$ cat src/rtl/core/tpdl_pkg.sv
// tpdl_pkg: request/response types, band and power limits and anchor tables
// for the transmit power duty lookup
// depends on nothing
`default_nettype none

package tpdl_pkg;

    localparam int FREQ_W  = 32;
    localparam int POWER_W = 14;
    localparam int DUTY_W  = 7;
    localparam int SLOT_W  = 3;   // anchor slot within a band, 0..4
    localparam int PCLS_W  = 2;

    typedef struct packed {
        logic [FREQ_W-1:0]  frequency;
        logic [POWER_W-1:0] power_request;
    } req_t;

    typedef struct packed {
        logic              valid_res;
        logic              band_vhf;
        logic [DUTY_W-1:0] drive_duty;
    } rsp_t;

    // band edges, inclusive
    localparam logic [FREQ_W-1:0] VHF_LOW_HZ  = 32'd136000000;
    localparam logic [FREQ_W-1:0] VHF_HIGH_HZ = 32'd174000000;
    localparam logic [FREQ_W-1:0] UHF_LOW_HZ  = 32'd400000000;
    localparam logic [FREQ_W-1:0] UHF_HIGH_HZ = 32'd480000000;

    // power limits
    localparam logic [POWER_W-1:0] POWER_MAX_MW = 14'd5000;
    localparam logic [POWER_W-1:0] POWER_LOW_MW = 14'd1000;
    localparam logic [POWER_W-1:0] POWER_MID_MW = 14'd2500;

    // power classes
    localparam logic [PCLS_W-1:0] PCLS_LOW  = 2'd0;
    localparam logic [PCLS_W-1:0] PCLS_MID  = 2'd1;
    localparam logic [PCLS_W-1:0] PCLS_HIGH = 2'd2;

    // anchors: 136.125, 146.125, 156.125, 166.125, 173.975 MHz (vhf)
    //          400.125, 420.125, 440.125, 460.125, 479.975 MHz (uhf)
    // a frequency picks the upper of two neighbors only when it lies strictly
    // above floor((lo + hi) / 2), which keeps ties on the lower anchor
    localparam logic [FREQ_W-1:0] VHF_MID0 = 32'd141125000;
    localparam logic [FREQ_W-1:0] VHF_MID1 = 32'd151125000;
    localparam logic [FREQ_W-1:0] VHF_MID2 = 32'd161125000;
    localparam logic [FREQ_W-1:0] VHF_MID3 = 32'd170050000;
    localparam logic [FREQ_W-1:0] UHF_MID0 = 32'd410125000;
    localparam logic [FREQ_W-1:0] UHF_MID1 = 32'd430125000;
    localparam logic [FREQ_W-1:0] UHF_MID2 = 32'd450125000;
    localparam logic [FREQ_W-1:0] UHF_MID3 = 32'd470050000;

    // low power duty per anchor
    function automatic logic [DUTY_W-1:0] duty_a(input logic vhf, input logic [SLOT_W-1:0] slot);
        logic [DUTY_W-1:0] d;
        case ({vhf, slot})
            4'b1000: d = 7'd33;
            4'b1001: d = 7'd30;
            4'b1010: d = 7'd27;
            4'b1011: d = 7'd33;
            4'b1100: d = 7'd40;
            4'b0000: d = 7'd33;
            4'b0001: d = 7'd32;
            4'b0010: d = 7'd31;
            4'b0011: d = 7'd30;
            4'b0100: d = 7'd31;
            default: d = 7'd0;
        endcase
        return d;
    endfunction

    // high power duty per anchor
    function automatic logic [DUTY_W-1:0] duty_b(input logic vhf, input logic [SLOT_W-1:0] slot);
        logic [DUTY_W-1:0] d;
        case ({vhf, slot})
            4'b1000: d = 7'd67;
            4'b1001: d = 7'd57;
            4'b1010: d = 7'd64;
            4'b1011: d = 7'd73;
            4'b1100: d = 7'd74;
            4'b0000: d = 7'd75;
            4'b0001: d = 7'd74;
            4'b0010: d = 7'd74;
            4'b0011: d = 7'd76;
            4'b0100: d = 7'd75;
            default: d = 7'd0;
        endcase
        return d;
    endfunction

endpackage

`default_nettype wire

$ cat src/rtl/core/tx_power_duty_lookup.sv
// tx_power_duty_lookup: three stage pipeline from frequency and power to drive duty
// depends on tpdl_pkg
`default_nettype none

// usage
//   request channel: req_valid / req_stall / req_data (frequency in Hz, power in mW)
//   response channel: rsp_valid / rsp_stall / rsp_data (valid_res, band_vhf, duty)
//   a transfer happens on a rising edge with valid high and stall low
//   every request gives exactly one response, in order
//   path: an accepted request is registered in stage 1, then stage 2, then
//     stage 3, whose valid register drives rsp_valid
//   throughput: one request per cycle while rsp_stall is low; one register level per stage
//     stage 1: power limit, power class and band range compares
//     stage 2: compare against the four band midpoints, nearest anchor slot
//     stage 3: anchor table read and duty select, response register
//   a rejected request (power 0, power above 5000 mW, frequency outside
//   both bands) still gives a response, with every field at zero
//   stall: each stage holds when the stage after it is full and stalled;
//   empty stages keep filling, so up to three requests sit inside while
//   rsp_stall is high, and req_stall rises only once all three are full
//   reset: rst_n low empties the pipeline at once; no request is lost or
//   replayed across a stall, and nothing leaves before it entered

module tx_power_duty_lookup (
    input  wire logic          clk,
    input  wire logic          rst_n,
    input  wire logic          req_valid,
    output logic               req_stall,
    input  wire tpdl_pkg::req_t req_data,
    output logic               rsp_valid,
    input  wire logic          rsp_stall,
    output tpdl_pkg::rsp_t     rsp_data
);

    // stage enables: a stage loads when it is empty or its content moves on
    logic en1;
    logic en2;
    logic en3;

    // stage 1 registers
    logic                            v1_reg;
    logic [tpdl_pkg::FREQ_W-1:0]     freq1_reg;
    logic                            ok1_reg;
    logic                            vhf1_reg;
    logic [tpdl_pkg::PCLS_W-1:0]     pcls1_reg;

    // stage 2 registers
    logic                            v2_reg;
    logic                            ok2_reg;
    logic                            vhf2_reg;
    logic [tpdl_pkg::PCLS_W-1:0]     pcls2_reg;
    logic [tpdl_pkg::SLOT_W-1:0]     slot2_reg;

    // stage 3 registers
    logic                            v3_reg;
    tpdl_pkg::rsp_t                  rsp_reg;

    // stage 1 next values
    logic                            ok1_next;
    logic                            vhf1_next;
    logic [tpdl_pkg::PCLS_W-1:0]     pcls1_next;

    // stage 2 next value
    logic [tpdl_pkg::SLOT_W-1:0]     slot2_next;

    // stage 3 next value
    tpdl_pkg::rsp_t                  rsp_next;

    assign en3 = !v3_reg || !rsp_stall;
    assign en2 = !v2_reg || en3;
    assign en1 = !v1_reg || en2;

    assign req_stall = !en1;
    assign rsp_valid = v3_reg;
    assign rsp_data  = rsp_reg;

    // stage 1: power limits, power class and band membership
    always_comb
    begin
        logic pwr_ok;
        logic in_vhf;
        logic in_uhf;
        pwr_ok = (req_data.power_request != '0)
              && (req_data.power_request <= tpdl_pkg::POWER_MAX_MW);
        in_vhf = (req_data.frequency >= tpdl_pkg::VHF_LOW_HZ)
              && (req_data.frequency <= tpdl_pkg::VHF_HIGH_HZ);
        in_uhf = (req_data.frequency >= tpdl_pkg::UHF_LOW_HZ)
              && (req_data.frequency <= tpdl_pkg::UHF_HIGH_HZ);
        ok1_next  = pwr_ok && (in_vhf || in_uhf);
        vhf1_next = in_vhf;
        if (req_data.power_request <= tpdl_pkg::POWER_LOW_MW)
        begin
            pcls1_next = tpdl_pkg::PCLS_LOW;
        end
        else if (req_data.power_request <= tpdl_pkg::POWER_MID_MW)
        begin
            pcls1_next = tpdl_pkg::PCLS_MID;
        end
        else
        begin
            pcls1_next = tpdl_pkg::PCLS_HIGH;
        end
    end

    // stage 2: slot is the number of midpoints the frequency lies above
    always_comb
    begin
        logic c0;
        logic c1;
        logic c2;
        logic c3;
        if (vhf1_reg)
        begin
            c0 = freq1_reg > tpdl_pkg::VHF_MID0;
            c1 = freq1_reg > tpdl_pkg::VHF_MID1;
            c2 = freq1_reg > tpdl_pkg::VHF_MID2;
            c3 = freq1_reg > tpdl_pkg::VHF_MID3;
        end
        else
        begin
            c0 = freq1_reg > tpdl_pkg::UHF_MID0;
            c1 = freq1_reg > tpdl_pkg::UHF_MID1;
            c2 = freq1_reg > tpdl_pkg::UHF_MID2;
            c3 = freq1_reg > tpdl_pkg::UHF_MID3;
        end
        slot2_next = {{(tpdl_pkg::SLOT_W-1){1'b0}}, c0}
                   + {{(tpdl_pkg::SLOT_W-1){1'b0}}, c1}
                   + {{(tpdl_pkg::SLOT_W-1){1'b0}}, c2}
                   + {{(tpdl_pkg::SLOT_W-1){1'b0}}, c3};
    end

    // stage 3: anchor duties and selection by power class
    always_comb
    begin
        logic [tpdl_pkg::DUTY_W-1:0] da;
        logic [tpdl_pkg::DUTY_W-1:0] db;
        logic [tpdl_pkg::DUTY_W:0]   sum;
        logic [tpdl_pkg::DUTY_W-1:0] duty;
        da  = tpdl_pkg::duty_a(vhf2_reg, slot2_reg);
        db  = tpdl_pkg::duty_b(vhf2_reg, slot2_reg);
        sum = {1'b0, da} + {1'b0, db};
        case (pcls2_reg)
            tpdl_pkg::PCLS_LOW:  duty = da;
            tpdl_pkg::PCLS_MID:  duty = sum[tpdl_pkg::DUTY_W:1];
            tpdl_pkg::PCLS_HIGH: duty = db;
            default:             duty = db;
        endcase
        if (ok2_reg)
        begin
            rsp_next.valid_res  = 1'b1;
            rsp_next.band_vhf   = vhf2_reg;
            rsp_next.drive_duty = duty;
        end
        else
        begin
            rsp_next.valid_res  = 1'b0;
            rsp_next.band_vhf   = 1'b0;
            rsp_next.drive_duty = '0;
        end
    end

    // valid bits
    always_ff @(posedge clk or negedge rst_n)
    begin
        if (!rst_n)
        begin
            v1_reg <= 1'b0;
            v2_reg <= 1'b0;
            v3_reg <= 1'b0;
        end
        else
        begin
            if (en1)
            begin
                v1_reg <= req_valid;
            end
            if (en2)
            begin
                v2_reg <= v1_reg;
            end
            if (en3)
            begin
                v3_reg <= v2_reg;
            end
        end
    end

    // payload registers
    always_ff @(posedge clk)
    begin
        if (en1)
        begin
            freq1_reg <= req_data.frequency;
            ok1_reg   <= ok1_next;
            vhf1_reg  <= vhf1_next;
            pcls1_reg <= pcls1_next;
        end
        if (en2)
        begin
            ok2_reg   <= ok1_reg;
            vhf2_reg  <= vhf1_reg;
            pcls2_reg <= pcls1_reg;
            slot2_reg <= slot2_next;
        end
        if (en3)
        begin
            rsp_reg <= rsp_next;
        end
    end

endmodule

`default_nettype wire

$ cat config.mk
export PLATFORM = sky130hd
export DESIGN_NAME = tx_power_duty_lookup
export DESIGN_NICKNAME = d
export VERILOG_FILES = /design/src/rtl/core/tpdl_pkg.sv /design/src/rtl/core/tx_power_duty_lookup.sv
export SDC_FILE = /design/constraint.sdc
export NUM_CORES = 1
export LEC_CHECK = 0
export BUFFER_PORTS_ARGS = -buffer_cell sky130_fd_sc_hd__buf_4
export CAP_MARGIN = 20
export CORE_MARGIN = 2
export CORE_UTILIZATION = 58
export DETAILED_ROUTE_END_ITERATION = 10
export PLACE_DENSITY = 0.84
export SLEW_MARGIN = 10
export SYNTH_ARGS = -nofsm -noshare
export SYNTH_HDL_FRONTEND = slang
export SYNTH_SLANG_ARGS = --single-unit
$ cat constraint.sdc
create_clock -name clk -period 5 [get_ports clk]
set_input_delay 1 -clock clk [delete_from_list [all_inputs] [get_ports clk]]
set_output_delay 1 -clock clk [all_outputs]
set_load 0.01 [all_outputs]
Word-level counts from Yosys, hierarchy flattened
Memories as Yosys holds them, arrays and structs flattened. A register that Yosys moved wholly into a read port is not among the register bits.
Index checks and enable logic that the tools add are counted.
{ "totals": {"ff_bits": 55, "latch_bits": 0, "ramBits": 0, "rom_bits": 208, "inputBits": 50, "n_memories": 2} }
{ "mem_list": {"columns": ["memory", "depth", "width", "rd", "rd_clocked_by_memory_dff", "write_ports", "line", "rtl"], "rows": [
  ["(name not given)", 16, 7, 1, 1, 0, "tpdl_pkg.sv:76", "case ({vhf, slot})"],
  ["(name not given)", 16, 6, 1, 1, 0, "tpdl_pkg.sv:57", "case ({vhf, slot})"]
]} }
{ "classes": {"add_sub_neg": 4, "n_mul": 0, "div": 0, "n_lt_le_gt_ge": 15, "n_eq_ne": 1, "shifts": 0, "n_mux": 9, "bitwise": 0, "reduce_logical": 15} }
{ "ops": {"columns": ["operator", "n"], "rows": [
  ["$gt A32 B28 Y1 const B", 4],
  ["$gt A32 B29 Y1 const B", 4],
  ["$ge A32 B28 Y1 const B", 1],
  ["$ge A32 B29 Y1 const B", 1],
  ["$le A32 B28 Y1 const B", 1],
  ["$le A32 B29 Y1 const B", 1],
  ["$le A14 B10 Y1 const B", 1],
  ["$le A14 B12 Y1 const B", 1],
  ["$le A14 B13 Y1 const B", 1],
  ["$pmux W7 S2", 1],
  ["$reduce_bool A14 Y1", 1],
  ["$mux W9", 1],
  ["$add A7 B7 Y8", 1],
  ["$mux W4", 2],
  ["$logic_not A1 Y1", 5],
  ["$logic_and A1 B1 Y1", 4],
  ["$logic_or A1 B1 Y1", 4],
  ["$mux W1", 4],
  ["$add A2 B1 Y3", 1],
  ["$add A3 B1 Y3", 1],
  ["$add A1 B1 Y2", 1],
  ["$eq A2 B1 Y1 const B", 1],
  ["$logic_not A2 Y1", 1],
  ["$mux W2", 1]
]} }

Logic depth before layout (Yosys ltp)
{ "logic_depth": {"word_depth": 6, "mapped_depth": 15, "ltp_nobuf": 14} }

Least setup slack after synthesis
Ideal clock, no wire load.
{ "synth_path": {"path_kind": "register to register", "startpoint": "register freq1_reg[18] (netlist name)", "endpoint": "register (tool-made name)", "t_arrival_ns": 3.671, "required_ns": 4.886, "slack_ns": 1.215, "path_stages_with_launch": 14, "period_less_slack_ns": 3.785, "cell_sequence": "edfxtp_1 or4b_1 or4_1 o31ai_2 a2bb2oi_1 fa_1 inv_1 ha_1 ha_1 mux2i_1 ha_1 mux2_2 nand2_1 nand2_1"} }
{ "synth_rtl": {"columns": ["item", "line", "rtl"], "rows": [
  ["start, declared", "tx_power_duty_lookup.sv:42", "logic [tpdl_pkg::FREQ_W-1:0] freq1_reg;"],
  ["start signal, assigned", "tx_power_duty_lookup.sv:193", "freq1_reg <= req_data.frequency;"]
]} }

==> metrics.csv <==
stage,metric,value,unit
worst_setup_path,crit-path leading delay family,simple AND/OR/NAND/NOR gates,
cells_and_area,"most common cell after layout, fill and taps aside",buf_4,
sta,RSZ-0062 raised after global routing,no,
global_routing,largest net degree at the start of global routing,39,
sta,Setup TNS,0,ns
worst_setup_path,CP Launch Type,flip-flop,
worst_setup_path,crit path cell chain,or4b_1 -> or4_1 -> o31ai_2 -> a2bb2oi_1 -> fa_1 -> inv_1 -> ha_1 -> ha_1 -> mux2i_1 -> buf_4 -> ha_1 -> mux2_2 -> nand2_1 -> nand2_1,
floorplanning,Vert. Die Dim,87.9,µm
detailed_routing,drt via density,6.75,
worst_setup_path,CP max FO,12,
detailed_routing,WL/cell,19.7,µm
detailed_routing,aggregate routed wire length,11300,µm
global_routing,Congestion Overflow GR,0,
placement,final HPWL from detailed placement,8450,µm
detailed_routing,DRC errors left,0,
detailed_routing,DR vias,3857,
cells_and_area,share of layout cells above drive strength 1,18.3,%
logic_synthesis,number of synthesized flops with an enable pin,52,
worst_setup_path,worst r2r src,freq1_reg[14]$_DFFE_PN_,
pwr,Leak Pwr,1.81,nW
clocking,CTS Sinks,66,
worst_setup_path,r2r worst-path depth,14,
floorplanning,Row Count,30,
floorplanning,I/O pin count,61,
cells_and_area,synthesis-to-finish area growth,18.3,%
clocking,CTS tree,done,
floorplanning,Die W,87.9,µm
worst_setup_path,crit path kind,reg -> reg,
placement,Port Buffers,60,
logic_synthesis,ys flop type,edfxtp_1,
worst_setup_path,slowest cell on the critical path,edfxtp_1,
worst_setup_path,R2R setup slack,0.99,ns
worst_setup_path,Crit path largest cell delay,0.58,ns
logic_synthesis,"Net Count, Synth",481,
clocking,CTS H-tree lvls,3,
pwr,VDD IR max,0.000217,V
status,status,finished clean,
detailed_routing,initial DRC count,357,
worst_setup_path,CP endpoint kind,flip-flop,
clocking,Setup Buffers After CTS,0,
cells_and_area,# diodes,0,
logic_synthesis,Post-Syn Area per Cell,9.77,µm²
logic_synthesis,synthesized flop and latch total,66,
sta,Final Critical Period,4.01,ns
clocking,total CTS buffers,9,
pwr,power per cell area,378,nW/µm²
logic_synthesis,sequential fraction of the synthesis area,45.5,%
global_routing,initial antenna violation count,0,
clocking,Root Buffer,clkbuf_8,
floorplanning,Initial Utilization,60.1,%
clocking,clk slew on worst S/H paths,0.08,ns
sta,final worst setup slack,0.993,ns
logic_synthesis,area of the mapped netlist,4090,µm²
worst_setup_path,cell seen most often among critical-path stages,ha_1,
clocking,CTS Hold Buffers Added,0,
sta,period utilisation layout,80.1,%
floorplanning,die area,7730,µm²
worst_setup_path,worst setup path startpoint,freq1_reg[14]$_DFFE_PN_,
worst_setup_path,Critical Path Stages,14,
logic_synthesis,Synth Instances,418,
flow_run,Max Cap Violations,0,
cells_and_area,most frequent cells in the layout,"buf_4, edfxtp_1, nor2_1",
global_routing,overall global routing resource usage,30.6,%
global_routing,first-pass GRT wire length,17900,µm
clocking,worst skew pair latency,0.34,ns
worst_setup_path,Critical Path RT,5.24,ns
placement,gpl congestion,0.966,
sta,final hold viol count,0,
worst_setup_path,CP bufs+invs,2,
clocking,Max clock buf depth,2,
global_routing,number of global-route vias before repair,3693,
sta,Slew @ Worst Pin,0.605,ns
worst_hold_path,Worst Hold Class,in -> async,
detailed_routing,post-route ant nets,0,
floorplanning,Core ar.,6790,µm²
sta,max-slew violation count,0,
logic_synthesis,Cell variety after synth,70,
cells_and_area,Final nets,533,
placement,dpl ws,0.990,ns
sta,hold_ws,0.426,ns
sta,Clock Skew,0.0119,ns
sta,# setup viols final,0,
sta,Rel. slew slack,59.3,%
clocking,post-CTS resize count,0,
logic_synthesis,Yosys warning total,0,
worst_setup_path,Critical Path AT,4.25,ns
sta,Fmax,250,MHz
logic_synthesis,Async SR Flop Fraction,4.55,%
detailed_routing,drt first pass iters,8,
stage by stage:
| stage | total power, mW | util [%] | area (µm²) | cells |
|---|---|---|---|---|
| 2_1_floorplan | 1.14 | - | 4090 | 418 |
| 3_3_place_gp | 1.30 | 67.7 | 4600 | 555 |
| 3_5_place_dp | 1.33 | 67.7 | 4600 | 555 |
| 4_1_cts | 1.82 | 71.1 | 4830 | 571 |
| 5_1_grt | 1.93 | 71.1 | 4830 | 571 |
| 6_report | 1.83 | 71.1 | 4830 | 571 |
synthesized netlist by cell type (5+ instances only):
| master | instances | share of area (%) |
|---|---|---|
| o211ai_1 | 7 | 1.3 |
| o21ai_0 | 12 | 1.5 |
| o311ai_0 | 5 | 1.1 |
| a21oi_1 | 20 | 2.5 |
| or3_1 | 9 | 1.4 |
| nand2b_1 | 9 | 1.4 |
| nor3_1 | 20 | 2.5 |
| inv_1 | 9 | 0.83 |
| nand2_1 | 32 | 2.9 |
| clkbuf_1 | 22 | 2.0 |
| a31oi_1 | 6 | 0.92 |
| edfxtp_1 | 52 | 38 |
| ha_1 | 11 | 3.4 |
| mux2i_1 | 8 | 2.0 |
| nand4b_1 | 7 | 1.5 |
| nor2_1 | 33 | 3.0 |
| nand4_1 | 12 | 1.8 |
| dfxtp_1 | 11 | 5.4 |
| nand3_1 | 18 | 2.2 |
| nor4_1 | 14 | 2.1 |
power breakdown:
part           internal [mW]  total [mW]  switching, mW
Combinational          0.232       0.519          0.287
Clock                  0.276       0.497          0.220
Sequential             0.700       0.811          0.111
Total                   1.21        1.83          0.619
cells by family (layout without fill, tap and decap cells):
family / count (synthesis) / after routing / synth area share, %
xor+xnor: 4 / 4 / 0.858
mux: 11 / 11 / 2.85
buf+inv: 33 / 90 / 3.06
compound gates: 99 / 99 / 17.1
fa+ha+maj: 13 / 13 / 4.35
flops: 66 / 66 / 45.5
simple gates: 192 / 192 / 26.4
worst reg2reg max path: stages, from the launching register on:
cell,delay [ns]
edfxtp_1,0.58
or4b_1,0.55
or4_1,0.49
o31ai_2,0.21
a2bb2oi_1,0.26
fa_1,0.44
inv_1,0.07
ha_1,0.14
ha_1,0.24
mux2i_1,0.13
buf_4,0.17
ha_1,0.22
mux2_2,0.27
nand2_1,0.09
nand2_1,0.05
per-layer routing:
metal	share of wire [%]	vias up	GRT usage, %
li1	-	1765	-
met1	43	1789	41.4
met2	45	254	47.2
met3	7.9	49	4.81
met4	4.1	0	16.6
met5	0	-	0
area by class of cell:
class                           count  area [µm²]
Tap cell                           96         120
Multi-Input combinational cell    319        2100
Timing Repair Buffer               64         480
Clock inverter                      4        35.0
Fill cell                         509        1960
Sequential cell                    66        1860
Inverter                           10        37.5
Clock buffer                       12         199
worst min-delay path by stage:
stage | from | endpoint | slack, ns
after global routing | rst_n | rsp_valid$_DFFE_PN0P_ | 0.41
after global placement | pcls1_reg[0]$_SDFFCE_PP0N_ | pcls2_reg[0]$_DFFE_PN_ | 0.40
after floorplan | ok1_reg$_DFFE_PN_ | ok2_reg$_DFFE_PN_ | 0.40
after CTS | rst_n | v2_reg$_DFFE_PN0N_ | 0.41
after detailed placement | ok1_reg$_DFFE_PN_ | ok2_reg$_DFFE_PN_ | 0.41
final | rst_n | v2_reg$_DFFE_PN0N_ | 0.43
No activity file was read; power rests on OpenSTA's default activity.
